`src/hdl/bpa_pkg.sv`:
```
`timescale 1ns / 1ps

package bpa_pkg;

	localparam int unsigned SLOT_COUNT_DEF     = 8;
	localparam int unsigned SYSTEM_ADDRESS_DEF = 100;
	localparam logic [7:0]  ERROR_ADDRESS      = 8'd15;
	localparam logic [3:0]  COUNT_MAX          = 4'd15;

	typedef enum logic [3:0] {
		ACT_ALLOC_USER = 4'd0,
		ACT_ALLOC_SYS  = 4'd1,
		ACT_ALLOC_RUN  = 4'd2,
		ACT_FREE       = 4'd3,
		ACT_FREE_MATCH = 4'd4,
		ACT_FIND       = 4'd5,
		ACT_DIRTY      = 4'd6,
		ACT_CLEAN      = 4'd7,
		ACT_ASSIGN     = 4'd8
	} action_t;

	typedef enum logic [1:0] {
		ST_OK      = 2'd0,
		ST_NO_FREE = 2'd1,
		ST_MISS    = 2'd2
	} status_t;

	typedef enum logic [2:0] {
		S_IDLE,
		S_READ,
		S_EVAL,
		S_FILL,
		S_DONE
	} seq_state_t;

	typedef struct packed {
		logic       alloc;
		logic [7:0] addr;
		logic       dirty;
		logic       sticky;
	} slot_rec_t;

	typedef struct packed {
		logic       include_sticky;
		logic       include_system;
		logic       sticky_value;
		logic [7:0] address;
		logic [3:0] run_length;
		logic [3:0] slot;
	} req_t;

	typedef struct packed {
		logic [3:0] dirty_count;
		logic [3:0] active_count;
		logic [3:0] result_slot;
		status_t    status;
	} result_t;

	typedef struct packed {
		logic rd_en;
		logic wr_en;
	} store_ctl_t;

	function automatic logic [3:0] cnt_up(input logic [3:0] c);
		return (c == COUNT_MAX) ? c : c + 4'd1;
	endfunction

	function automatic logic [3:0] cnt_down(input logic [3:0] c);
		return (c == 4'd0) ? c : c - 4'd1;
	endfunction

endpackage

```
`src/hdl/bpa_ram.sv`:
```
`timescale 1ns / 1ps

module bpa_ram #(
	parameter int unsigned WIDTH = 11,
	parameter int unsigned DEPTH = 9,
	localparam int unsigned AW = (DEPTH > 1) ? $clog2(DEPTH) : 1
) (
	input  logic             clk,
	input  logic             we,
	input  logic [AW-1:0]    waddr,
	input  logic [WIDTH-1:0] wdata,
	input  logic             re,
	input  logic [AW-1:0]    raddr,
	output logic [WIDTH-1:0] rdata
);

	logic [WIDTH-1:0] mem_q [DEPTH];
	logic [WIDTH-1:0] rdata_q;

	always_ff @(posedge clk) begin
		if (we) begin
			mem_q[waddr] <= wdata;
		end
		if (re) begin
			rdata_q <= mem_q[raddr];
		end
	end

	assign rdata = rdata_q;

endmodule

```
`src/hdl/bpa_slot_store.sv`:
```
`timescale 1ns / 1ps

module bpa_slot_store #(
	parameter int unsigned SLOT_COUNT = bpa_pkg::SLOT_COUNT_DEF,
	localparam int unsigned IW = $clog2(SLOT_COUNT + 1)
) (
	input  logic                  clk,
	input  logic                  arst_n,
	input  bpa_pkg::store_ctl_t   ctl,
	input  logic [IW-1:0]         rd_idx,
	input  logic [IW-1:0]         wr_idx,
	input  bpa_pkg::slot_rec_t    wr_data,
	output bpa_pkg::slot_rec_t    rd_data
);
	import bpa_pkg::*;

	localparam int unsigned DEPTH = SLOT_COUNT + 1;
	localparam slot_rec_t ERR_REC = '{alloc: 1'b1, addr: ERROR_ADDRESS, dirty: 1'b0,
		sticky: 1'b0};

	logic [DEPTH-1:0] valid_q;
	logic             rd_valid_q;
	logic             rd_err_q;
	slot_rec_t        ram_rdata;

	bpa_ram #(
		.WIDTH($bits(slot_rec_t)),
		.DEPTH(DEPTH)
	) u_ram (
		.clk  (clk),
		.we   (ctl.wr_en),
		.waddr(wr_idx),
		.wdata(wr_data),
		.re   (ctl.rd_en),
		.raddr(rd_idx),
		.rdata(ram_rdata)
	);

	// An entry never written reads as its reset value.
	always_ff @(posedge clk or negedge arst_n) begin
		if (!arst_n) begin
			valid_q    <= '0;
			rd_valid_q <= 1'b0;
			rd_err_q   <= 1'b0;
		end else begin
			if (ctl.wr_en) begin
				valid_q[wr_idx] <= 1'b1;
			end
			if (ctl.rd_en) begin
				rd_valid_q <= valid_q[rd_idx];
				rd_err_q   <= (rd_idx == IW'(SLOT_COUNT));
			end
		end
	end

	always_comb begin
		if (rd_valid_q) begin
			rd_data = ram_rdata;
		end else if (rd_err_q) begin
			rd_data = ERR_REC;
		end else begin
			rd_data = '0;
		end
	end

endmodule

```
`src/hdl/bpa_seq.sv`:
```
`timescale 1ns / 1ps

module bpa_seq #(
	parameter int unsigned SLOT_COUNT     = bpa_pkg::SLOT_COUNT_DEF,
	parameter int unsigned SYSTEM_ADDRESS = bpa_pkg::SYSTEM_ADDRESS_DEF,
	localparam int unsigned IW = $clog2(SLOT_COUNT + 1)
) (
	input  logic                clk,
	input  logic                arst_n,
	input  logic                in_valid,
	output logic                in_ready,
	input  bpa_pkg::action_t    in_action,
	input  bpa_pkg::req_t       in_req,
	output logic                done_valid,
	input  logic                done_ready,
	output bpa_pkg::result_t    done_res,
	output bpa_pkg::store_ctl_t ctl,
	output logic [IW-1:0]       rd_idx,
	output logic [IW-1:0]       wr_idx,
	output bpa_pkg::slot_rec_t  wr_data,
	input  bpa_pkg::slot_rec_t  rd_data
);
	import bpa_pkg::*;

	localparam logic [3:0] LAST_SLOT = 4'(SLOT_COUNT);
	localparam logic [7:0] SYS_ADDR  = 8'(SYSTEM_ADDRESS);

	seq_state_t    state_q, state_d;
	action_t       op_q, op_d;
	req_t          req_q, req_d;
	logic [IW-1:0] idx_q, idx_d;
	logic [IW-1:0] last_q, last_d;
	logic [IW-1:0] start_q, start_d;
	logic [IW-1:0] result_q, result_d;
	logic [3:0]    run_q, run_d;
	status_t       status_q, status_d;
	logic [3:0]    user_count_q, user_count_d;
	logic [3:0]    marked_count_q, marked_count_d;

	slot_rec_t     rec;
	logic          stop;
	logic          fill_go;
	logic          release_ok;

	always_ff @(posedge clk or negedge arst_n) begin
		if (!arst_n) begin
			state_q <= S_IDLE;
		end else begin
			state_q <= state_d;
		end
	end

	always_ff @(posedge clk or negedge arst_n) begin
		if (!arst_n) begin
			user_count_q   <= '0;
			marked_count_q <= '0;
		end else begin
			user_count_q   <= user_count_d;
			marked_count_q <= marked_count_d;
		end
	end

	always_ff @(posedge clk) begin
		op_q     <= op_d;
		req_q    <= req_d;
		idx_q    <= idx_d;
		last_q   <= last_d;
		start_q  <= start_d;
		result_q <= result_d;
		run_q    <= run_d;
		status_q <= status_d;
	end

	always_comb begin
		state_d        = state_q;
		op_d           = op_q;
		req_d          = req_q;
		idx_d          = idx_q;
		last_d         = last_q;
		start_d        = start_q;
		result_d       = result_q;
		run_d          = run_q;
		status_d       = status_q;
		user_count_d   = user_count_q;
		marked_count_d = marked_count_q;
		ctl            = '0;
		rd_idx         = idx_q;
		wr_idx         = idx_q;
		rec            = rd_data;
		wr_data        = rd_data;
		in_ready       = 1'b0;
		done_valid     = 1'b0;
		stop           = 1'b0;
		fill_go        = 1'b0;
		release_ok     = 1'b0;
		done_res       = '{dirty_count: marked_count_q, active_count: user_count_q,
			result_slot: 4'(result_q), status: status_q};

		case (state_q)
			S_IDLE: begin
				in_ready = 1'b1;
				if (in_valid) begin
					op_d     = in_action;
					req_d    = in_req;
					idx_d    = '0;
					last_d   = IW'(SLOT_COUNT - 1);
					run_d    = '0;
					result_d = '0;
					status_d = ST_OK;
					state_d  = S_READ;
					case (in_action)
						ACT_ALLOC_USER, ACT_ALLOC_SYS: begin
							status_d = ST_NO_FREE;
						end
						ACT_ALLOC_RUN: begin
							status_d = ST_NO_FREE;
							if (in_req.run_length == 4'd0 || in_req.run_length > LAST_SLOT) begin
								state_d = S_DONE;
							end
						end
						ACT_FREE: begin
							status_d = ST_MISS;
							if (in_req.slot > LAST_SLOT) begin
								state_d = S_DONE;
							end else begin
								idx_d  = in_req.slot[IW-1:0];
								last_d = in_req.slot[IW-1:0];
							end
						end
						ACT_FREE_MATCH: begin
							status_d = ST_OK;
						end
						ACT_FIND: begin
							status_d = ST_MISS;
							last_d   = IW'(SLOT_COUNT);
						end
						ACT_DIRTY, ACT_CLEAN: begin
							if (in_req.slot > LAST_SLOT) begin
								status_d = ST_MISS;
								state_d  = S_DONE;
							end else begin
								idx_d  = in_req.slot[IW-1:0];
								last_d = in_req.slot[IW-1:0];
							end
						end
						ACT_ASSIGN: begin
							if (in_req.slot >= LAST_SLOT) begin
								status_d = ST_MISS;
								state_d  = S_DONE;
							end else begin
								idx_d  = in_req.slot[IW-1:0];
								last_d = in_req.slot[IW-1:0];
							end
						end
						default: begin
							status_d = ST_MISS;
							state_d  = S_DONE;
						end
					endcase
				end
			end
			S_READ: begin
				ctl.rd_en = 1'b1;
				state_d   = S_EVAL;
			end
			S_EVAL: begin
				case (op_q)
					ACT_ALLOC_USER, ACT_ALLOC_SYS: begin
						if (!rec.alloc) begin
							ctl.wr_en = 1'b1;
							wr_data   = '{alloc: 1'b1, addr: 8'd0, dirty: 1'b0, sticky: 1'b0};
							if (op_q == ACT_ALLOC_SYS) begin
								wr_data.addr = SYS_ADDR;
							end else begin
								user_count_d = cnt_up(user_count_q);
							end
							status_d = ST_OK;
							result_d = idx_q;
							stop     = 1'b1;
						end
					end
					ACT_ALLOC_RUN: begin
						if (rec.alloc) begin
							run_d = '0;
						end else begin
							run_d = run_q + 4'd1;
							if (run_q == 4'd0) begin
								start_d = idx_q;
							end
							if (run_q + 4'd1 == req_q.run_length) begin
								fill_go = 1'b1;
								run_d   = '0;
								idx_d   = (run_q == 4'd0) ? idx_q : start_q;
							end
						end
					end
					ACT_FREE: begin
						release_ok = rec.alloc && rec.addr != ERROR_ADDRESS;
						stop       = 1'b1;
						if (release_ok) begin
							status_d = ST_OK;
						end
					end
					ACT_FREE_MATCH: begin
						release_ok = rec.alloc && rec.addr != ERROR_ADDRESS
							&& (req_q.include_system || rec.addr < SYS_ADDR)
							&& (req_q.include_sticky || !rec.sticky);
					end
					ACT_FIND: begin
						if (rec.alloc && rec.addr == req_q.address) begin
							status_d = ST_OK;
							result_d = idx_q;
							stop     = 1'b1;
						end
					end
					ACT_DIRTY: begin
						stop = 1'b1;
						if (!rec.dirty) begin
							ctl.wr_en      = 1'b1;
							wr_data.dirty  = 1'b1;
							marked_count_d = cnt_up(marked_count_q);
						end
					end
					ACT_CLEAN: begin
						stop = 1'b1;
						if (rec.dirty) begin
							ctl.wr_en      = 1'b1;
							wr_data.dirty  = 1'b0;
							marked_count_d = cnt_down(marked_count_q);
						end
					end
					ACT_ASSIGN: begin
						stop           = 1'b1;
						ctl.wr_en      = 1'b1;
						wr_data.addr   = req_q.address;
						wr_data.sticky = req_q.sticky_value;
					end
					default: begin
						stop = 1'b1;
					end
				endcase

				if (release_ok) begin
					ctl.wr_en     = 1'b1;
					wr_data.alloc = 1'b0;
					wr_data.dirty = 1'b0;
					if (rec.dirty) begin
						marked_count_d = cnt_down(marked_count_q);
					end
					if (rec.addr < SYS_ADDR) begin
						user_count_d = cnt_down(user_count_q);
					end
				end

				if (fill_go) begin
					state_d = S_FILL;
				end else if (stop || idx_q == last_q) begin
					state_d = S_DONE;
				end else begin
					idx_d   = idx_q + IW'(1);
					state_d = S_READ;
				end
			end
			S_FILL: begin
				ctl.wr_en    = 1'b1;
				wr_data      = '{alloc: 1'b1, addr: 8'd0, dirty: 1'b0, sticky: 1'b0};
				user_count_d = cnt_up(user_count_q);
				run_d        = run_q + 4'd1;
				idx_d        = idx_q + IW'(1);
				if (run_q + 4'd1 == req_q.run_length) begin
					status_d = ST_OK;
					result_d = start_q;
					state_d  = S_DONE;
				end
			end
			S_DONE: begin
				done_valid = 1'b1;
				if (done_ready) begin
					state_d = S_IDLE;
				end
			end
			default: begin
				state_d = S_IDLE;
			end
		endcase
	end

`ifndef NO_ASSERTIONS
	a_no_rw_overlap: assert property (@(posedge clk) disable iff (!arst_n)
		ctl.rd_en |-> !ctl.wr_en)
		else $error("slot store read and write in the same cycle");

	a_eval_after_read: assert property (@(posedge clk) disable iff (!arst_n)
		state_q == S_EVAL |-> $past(state_q) == S_READ)
		else $error("evaluation without a preceding read");

	a_user_count_on_write: assert property (@(posedge clk) disable iff (!arst_n)
		user_count_q != $past(user_count_q) |-> $past(ctl.wr_en))
		else $error("active count changed without a slot write");

	a_marked_count_on_write: assert property (@(posedge clk) disable iff (!arst_n)
		marked_count_q != $past(marked_count_q) |-> $past(ctl.wr_en))
		else $error("dirty count changed without a slot write");

	a_done_holds: assert property (@(posedge clk) disable iff (!arst_n)
		done_valid && !done_ready |=> done_valid && $stable(done_res))
		else $error("finished result dropped or changed while stalled");
`endif

endmodule

```
`src/hdl/buffer_pool_allocator_top.sv`:
```
`timescale 1ns / 1ps

// Channel  Direction  Ports                                  Beat
// s_*      in         s_tvalid s_tready s_tdata s_tuser     one request
// m_*      out        m_tvalid m_tready m_tdata             one result per request
//
// Each request walks the slot store entry by entry in a read/modify/write loop (S_READ,
// then S_EVAL), and a run allocation then writes its slots in S_FILL; out-of-range
// requests skip the loop and go straight from S_IDLE to S_DONE.
// The result register frees the sequencer, so a request is taken while a result waits.
// Reset is asynchronous and takes effect at once; there is no clearing pass.
module buffer_pool_allocator_top #(
	parameter int unsigned SLOT_COUNT     = bpa_pkg::SLOT_COUNT_DEF,
	parameter int unsigned SYSTEM_ADDRESS = bpa_pkg::SYSTEM_ADDRESS_DEF
) (
	input  logic        clk,
	input  logic        arst_n,
	input  logic        s_tvalid,
	output logic        s_tready,
	// slot, run_length, address, sticky_value, include_system, include_sticky
	input  logic [23:0] s_tdata,
	// action
	input  logic [3:0]  s_tuser,
	output logic        m_tvalid,
	input  logic        m_tready,
	// status, result_slot, active_count, dirty_count
	output logic [15:0] m_tdata
);
	import bpa_pkg::*;

	localparam int unsigned IW = $clog2(SLOT_COUNT + 1);

	req_t          req;
	result_t       done_res;
	logic          done_valid;
	logic          done_ready;
	store_ctl_t    ctl;
	logic [IW-1:0] rd_idx;
	logic [IW-1:0] wr_idx;
	slot_rec_t     wr_data;
	slot_rec_t     rd_data;
	logic          m_valid_q;
	result_t       m_res_q;

	assign req = req_t'(s_tdata[$bits(req_t)-1:0]);

	bpa_seq #(
		.SLOT_COUNT    (SLOT_COUNT),
		.SYSTEM_ADDRESS(SYSTEM_ADDRESS)
	) u_seq (
		.clk       (clk),
		.arst_n    (arst_n),
		.in_valid  (s_tvalid),
		.in_ready  (s_tready),
		.in_action (action_t'(s_tuser)),
		.in_req    (req),
		.done_valid(done_valid),
		.done_ready(done_ready),
		.done_res  (done_res),
		.ctl       (ctl),
		.rd_idx    (rd_idx),
		.wr_idx    (wr_idx),
		.wr_data   (wr_data),
		.rd_data   (rd_data)
	);

	bpa_slot_store #(
		.SLOT_COUNT(SLOT_COUNT)
	) u_store (
		.clk    (clk),
		.arst_n (arst_n),
		.ctl    (ctl),
		.rd_idx (rd_idx),
		.wr_idx (wr_idx),
		.wr_data(wr_data),
		.rd_data(rd_data)
	);

	assign done_ready = !m_valid_q || m_tready;

	always_ff @(posedge clk or negedge arst_n) begin
		if (!arst_n) begin
			m_valid_q <= 1'b0;
		end else if (done_ready) begin
			m_valid_q <= done_valid;
		end
	end

	always_ff @(posedge clk) begin
		if (done_valid && done_ready) begin
			m_res_q <= done_res;
		end
	end

	assign m_tvalid = m_valid_q;
	assign m_tdata  = {2'b00, m_res_q};

endmodule

```
`config.mk`:
```
export PLATFORM = sky130hd
export DESIGN_NAME = buffer_pool_allocator_top
export DESIGN_NICKNAME = d
export VERILOG_FILES = /design/src/hdl/bpa_pkg.sv /design/src/hdl/bpa_ram.sv /design/src/hdl/bpa_slot_store.sv /design/src/hdl/bpa_seq.sv /design/src/hdl/buffer_pool_allocator_top.sv
export SDC_FILE = /design/constraint.sdc
export NUM_CORES = 1
export LEC_CHECK = 0
export ABC_AREA = 1
export CAP_MARGIN = 20
export CORE_ASPECT_RATIO = 0.9
export CORE_MARGIN = 2
export CORE_UTILIZATION = 45
export CTS_CLUSTER_SIZE = 40
export DETAILED_ROUTE_END_ITERATION = 7
export DONT_BUFFER_PORTS = 1
export GPL_ROUTABILITY_DRIVEN = 1
export GPL_TIMING_DRIVEN = 1
export RECOVER_POWER = 50
export SETUP_SLACK_MARGIN = 0.05
export SYNTH_ARGS = -nofsm -noshare
export SYNTH_HDL_FRONTEND = slang
export SYNTH_SLANG_ARGS = --single-unit
```
`constraint.sdc`:
```
create_clock -name clk -period 4.9 [get_ports clk]
set_clock_uncertainty 0.1 [all_clocks]
set_input_delay 0.49 -clock clk [delete_from_list [all_inputs] [get_ports clk]]
set_output_delay 0.49 -clock clk [all_outputs]
set_load 0.005 [all_outputs]
```
==> flow_summary.ini, run 1 <==
[run_status]
outcome = completed

[timing]
max_freq_mhz = 292
setup_violations = 0
period_share = 0.699
hold_viol_final = 0
relSlewSlack = 0.0339
fin_crit_ns = 3.43
rsz0062_at_grt = false
hold_slack_ns = 0.0459
slew_viol_final = 0
setup_tns_ns = 0
fin_ws_ns = 1.47
worst_pin_slew_ns = 1.45

[worst_setup_path]
worstPathCellList = nand2_1 > nand2_1 > nor2_1 > nand3_1 > nand2_2 > inv_2 > nand2_4 > a21oi_2 > inv_2 > nor2_1
startpoint_type = register
crit_required_ns = 4.86
cp_max_fo = 18
cp_slowest_cell = nor2_1
critical-path-max-stage-delay_ns = 0.81
end_kind = register
worstPathArrival_ns = 3.38
worstSetupPathType = reg -> reg

[global_route]
grt.overflow.total = 0
grt_max_degree = 49
grt_pass1_wl_um = 33900
grt_pass1_vias = 6159
antenna_found_initial = 0
grt_usage = 0.205

[floorplanning]
io_pins = 50
core_area_um2 = 20000
rows = 49
die_area_um2 = 21500
die_h_um = 139
die_w_um = 154
start_util = 0.458

[route]
wl_um = 21200
drc = 0
vias = 6565
post_drt_wl_per_cell_um = 17.4
routed_via_density = 5.39
dr.pass1.iters = 5
ant_nets = 0
drt_iter0_markers = 419

[cells_and_area]
n_antenna_cell = 0
design_area_um2 = 10100
fill_cells = 1840
finalNetCount = 992
syn2layout_area_growth_pct = 10.6
drive_gt1_frac = 0.0873

[synthesis]
syn-cell-area_um2 = 9160
synth_area_per_cell_um2 = 9.76
synth_simple_gate_area_frac = 0.205
synth_top_family_by_area = simple AND/OR/NAND/NOR gates
synth-compound-area-share = 0.107
synthAdderAreaFrac = 0.0150
synth_edf_count = 165
ys.flop_type = edfxtp_1
syn-instance-count = 938
synthMuxAreaShare = 0
ys_ff_latch = 188
synth_xor_area_frac = 0.0153
synth_cell_types = 44
synthArstFlopShare = 0.122
ys_seq_area_frac = 0.604
synth_warnings = 0

[power_and_ir_drop]
switching_share = 0.400
p_sw_w = 0.00244
intPower_w = 0.00366
power_density_nw_per_um2 = 602
p_leak_nw = 4.02
vdd_drop_max_v = 0.000240
comb_power_share = 0.340
seqPwrFrac = 0.414
p_clk_frac = 0.246

[cts]
clockBufferDepth = 2
clkTransAtPathRegs_ns = 0.07
h-tree-depth = 4
cts_tree = yes
clock_latency_ns = 0.44
clkSinkCount = 188
root_buffer = clkbuf_16
cts_inserted_buffers = 17
cts_resized = 0
post_cts_buffers = 0
holdBufCountCts = 2

[flow_run]
max_cap_viol_count = 0

[hold_path]
hold_class = in -> reg

[placed_design]
dpl.hpwl_um = 14300
dpl-instance-area_um2 = 9460
io_buffer_count = 0
gp_congestion = 0.891
dp_worst_setup_slack_ns = 1.46
[stage by stage]
stage	power, W	cells	utilization
floorplan	0.00396	939	-
global placement	0.00458	1176	0.473
detailed placement	0.00461	1178	0.473
CTS	0.00612	1212	0.508
global route	0.00650	1217	0.507
finish	0.00610	1217	0.507
[sequential cells by signal, summed over array words and instances, names as in the netlist]
name,flops
u_seq.state_q,3
u_seq.run_q,4
u_seq.op_q,4
u_seq.result_q,4
u_seq.req_q,15
u_store.valid_q,9
u_store.rd_err_q,1
u_seq.status_q,2
u_store.u_ram.mem_q,99
u_seq.user_count_q,4
u_seq.start_q,4
u_seq.last_q,4
m_tvalid,1
u_seq.rd_idx,4
m_tdata,14
u_store.u_ram.rdata,11
u_store.rd_valid_q,1
u_seq.marked_count_q,4
[cell type report]
cell class | instances | area (µm²) | share of cell area
clock buffers | 17 | 425 | 0.0420
multi-input cells | 626 | 3130 | 0.309
repair buffers | 23 | 134 | 0.0132
flip-flops and latches | 188 | 5530 | 0.546
well taps | 255 | 319 | 0.0315
clock inverters | 15 | 244 | 0.0241
inverters | 93 | 349 | 0.0345
[cells by family (layout without fill, tap and decap cells)]
logic type | count (synthesis) | after routing
AO/OA/AOI/OAI | 172 | 172
XOR/XNOR | 16 | 16
other | 1 | 2
buffers and inverters | 125 | 148
flip-flops | 188 | 188
adder cells (fa/ha/maj) | 11 | 11
AND/OR/NAND/NOR | 425 | 425
[Yosys cell counts, drive strengths merged, types with 11 or more instances]
master	instances	area [µm²]
a21oi	23	119
clkbuf	26	97.6
dfrtp	23	576
edfxtp	165	4950
ha	11	138
inv	93	349
nand2	229	930
nand3	58	305
nor2	105	424
nor3	14	80.1
o21ai	97	489
o22ai	29	181
[path summary, 6_finish.rpt]
kind	cells past startpoint	start	slack (ns)	endpoint
setup / recovery	10	u_store.rd_valid_q	1.47	u_store.u_ram.mem_q[8][1]
hold / removal	0	s_tdata[6]	0.05	u_seq.req_q[6]
setup reg to reg	10	u_store.rd_valid_q	1.47	u_store.u_ram.mem_q[8][1]
hold reg to reg	0	u_seq.status_q[0]	0.33	m_tdata[0]
max in group asynchronous	2	arst_n	3.00	u_seq.marked_count_q[1]
min in group asynchronous	2	arst_n	0.85	u_store.rd_err_q
[critical path, delay by kind of cell, from the launching register on]
kind / cells / cell delay (ns)
and+or+nand+nor: 7 / 1.71
DFF: 1 / 0.79
buffers and inverters: 2 / 0.27
AOI/OAI and AO/OA: 1 / 0.16
[power groups by stage]
| stage | combinational [W] | sequential [W] | clock, W |
|---|---|---|---|
| floorplan | 0.00156 | 0.00240 | 0 |
| global placement | 0.00202 | 0.00256 | 0 |
| detailed placement | 0.00205 | 0.00256 | 0 |
| CTS | 0.00207 | 0.00253 | 0.00153 |
| global route | 0.00234 | 0.00257 | 0.00159 |
| finish | 0.00207 | 0.00252 | 0.00150 |
[layout by cell type, fill, tap and decap left out, types with 2 or more instances in the layout]
| cell | instances |
|---|---|
| nand2_1 | 215 |
| edfxtp_1 | 165 |
| nor2_1 | 96 |
| o21ai_0 | 94 |
| inv_1 | 88 |
| nand3_1 | 56 |
| o22ai_1 | 29 |
| dfrtp_1 | 23 |
| a21oi_1 | 22 |
| clkbuf_16 | 17 |
| nor3_1 | 12 |
| ha_1 | 11 |
| clkbuf_1 | 11 |
| xor2_1 | 10 |
| buf_4 | 10 |
| nand4_1 | 9 |
| nor2_2 | 8 |
| nand2_4 | 7 |
| nand2_2 | 7 |
| xnor2_1 | 6 |
| o21bai_1 | 6 |
| clkinv_8 | 6 |
| inv_2 | 5 |
| or2_2 | 5 |
| a22oi_1 | 4 |
| o211ai_1 | 3 |
| inv_12 | 3 |
| o21ai_1 | 2 |
| nand3_2 | 2 |
| nor4_1 | 2 |
| a31oi_1 | 2 |
| a221oi_1 | 2 |
| nor3_2 | 2 |
| o31ai_1 | 2 |
| conb_1 | 2 |
| clkinv_4 | 2 |
| bufinv_16 | 2 |
[per-layer routing]
metal	track usage	vias up	wire length, µm
met5	0	-	0
met4	0.0692	0	333
met3	0.0377	25	1100
met2	0.315	189	9680
met1	0.295	3119	10100
li1	-	3232	-
Note: power is estimated with default switching activity, not from simulation.
==> run 2, diff against run 1 <==
- clock period: 4.9 -> 3.1 ns (I/O delays scaled with it)
==> flow_summary.ini, run 2 (synthesis results as in run 1) <==
[worst_setup_path]
worstSetupPathType = reg -> reg
cp_slowest_cell = nor2_1
ff2ff_setup_slack_ns = 0.27
crit_required_ns = 3.06
crit_top_cell = nand2_1
worstPathArrival_ns = 2.80
critical-path-max-stage-delay_ns = 0.71
cp_max_fo = 13
end_kind = register
startpoint_type = register
worstPathCellList = clkbuf_1 > nand2_1 > nand3_2 > inv_1 > nand2_1 > nand3_1 > nand2_1 > nand2_4 > nand2_4 > a21oi_2 > inv_2 > nor2_1

[timing]
max_freq_mhz = 353
worst_pin_slew_ns = 1.48
fin_ws_ns = 0.265
fin_crit_ns = 2.83
period_share = 0.914
setup_violations = 0
rsz0062_at_grt = false
setup_tns_ns = 0
relSlewSlack = 0.0118
slew_viol_final = 0
hold_viol_final = 0

[cells_and_area]
n_antenna_cell = 0
syn2layout_area_growth_pct = 14.8
largest_reg_flops = 99
final_common_cell = nand2_1
finalNetCount = 1044
fill_cells = 1807
stdcell_count = 1269
drive_gt1_frac = 0.112
top_register = u_store.u_ram.mem_q
layout_common_cells = nand2_1, edfxtp_1, nor2_1, o21ai_0, inv_1

[global_route]
grt_usage = 0.205
grt.overflow.total = 0
grt_pass1_vias = 6394
grt_max_degree = 56
grt_pass1_wl_um = 34400
antenna_found_initial = 0

[floorplanning]
start_util = 0.458
core_area_um2 = 20000
die_h_um = 139
rows = 49
die_area_um2 = 21500
die_w_um = 154
io_pins = 50

[cts]
clockBufferDepth = 2
post_cts_buffers = 0
h-tree-depth = 4
clock_latency_ns = 0.44
clkSinkCount = 188
clkTransAtPathRegs_ns = 0.08
cts_inserted_buffers = 17
root_buffer = clkbuf_16
cts_tree = yes

[flow_run]
max_cap_viol_count = 0

[route]
ant_nets = 0
post_drt_wl_per_cell_um = 17.0
drc = 0
routed_via_density = 5.34
drt_iter0_markers = 481
wl_um = 21500
dr.pass1.iters = 4
vias = 6773

[placed_design]
io_buffer_count = 0
gp_congestion = 0.886
placed_cells_incl_taps = 1210
dp_worst_setup_slack_ns = 0.247
dpl.hpwl_um = 15000

[power_and_ir_drop]
power_density_nw_per_um2 = 926
p_sw_w = 0.00388
seqPwrFrac = 0.398
intPower_w = 0.00585
p_clk_frac = 0.230
comb_power_share = 0.372
fin_total_pwr_w = 0.00973
p_leak_nw = 4.23
vdd_drop_max_v = 0.000387
switching_share = 0.399

[run_status]
outcome = completed

[hold_path]
hold_class = in -> reg
run 2: changes by cell type in the layout (fill, tap and decap cells not counted), moves of 2 or more:
cell	change
dlygate4sd3_1	+20
inv_12	-3
inv_6	+2
inv_8	+3
clkbuf_1	+2
buf_4	+26
buf_2	+3
run 2: path summary, 6_finish.rpt:
kind                                         start                   endpoint  depth (start not counted)
worst min register to register   u_seq.status_q[0]                 m_tdata[0]                          0
max in group asynchronous                   arst_n      u_seq.user_count_q[3]                          2
worst max register to register  u_store.rd_valid_q  u_store.u_ram.mem_q[8][0]                         12
worst max-delay path            u_store.rd_valid_q  u_store.u_ram.mem_q[8][0]                         12
worst min-delay path                    s_tuser[0]            u_seq.last_q[3]                          2
min in group asynchronous                   arst_n         u_store.valid_q[3]                          2
run 2: metrics by stage:
stage | utilization | cell area [µm²] | hold WS (ns)
2_1_floorplan | - | 9170 | -0.0856
3_3_place_gp | 0.486 | 9710 | -0.0848
3_5_place_dp | 0.486 | 9710 | -0.0848
4_1_cts | 0.528 | 10600 | 0.0311
5_1_grt | 0.526 | 10500 | 0.0487
6_report | 0.526 | 10500 | 0.0696
run 2: routing by layer:
layer,part of all wire,global-route usage,wire [µm],vias up
li1,-,-,-,3339
met1,0.49,0.300,10600,3246
met2,0.45,0.313,9650,164
met5,0,0,0,-
met4,0.016,0.0595,347,0
met3,0.044,0.0405,951,24
run 2: power groups by stage:
| stage | logic [W] | registers (W) | clock network [W] |
|---|---|---|---|
| after floorplan | 0.00247 | 0.00379 | 0 |
| after global placement | 0.00358 | 0.00393 | 0 |
| after detailed placement | 0.00361 | 0.00394 | 0 |
| after CTS | 0.00367 | 0.00388 | 0.00228 |
| after global routing | 0.00406 | 0.00393 | 0.00237 |
| final | 0.00362 | 0.00388 | 0.00224 |
run 2: final cells by class:
cell class                 instances  area [µm²]  share of cell area
timing repair buffer              75         557              0.0530
multi-input combinational        626        3130               0.298
clock inverter                    15         195              0.0186
tap                              255         319              0.0304
inverter                          93         349              0.0332
sequential                       188        5530               0.526
clock buffer                      17         425              0.0405
run 2: critical path: cells and delay by family (launching register included):
| kind | cells | cell delay [ns] |
|---|---|---|
| simple gates | 8 | 1.32 |
| buf+inv | 3 | 0.40 |
| compound gates | 1 | 0.13 |
| flops | 1 | 0.51 |
run 2: repair_timing:
item,in CTS,in global routing
hold buffers,22,0
setup endpoints to repair,0,11
gates resized for setup,0,1
endpoints found under the hold margin,44,0
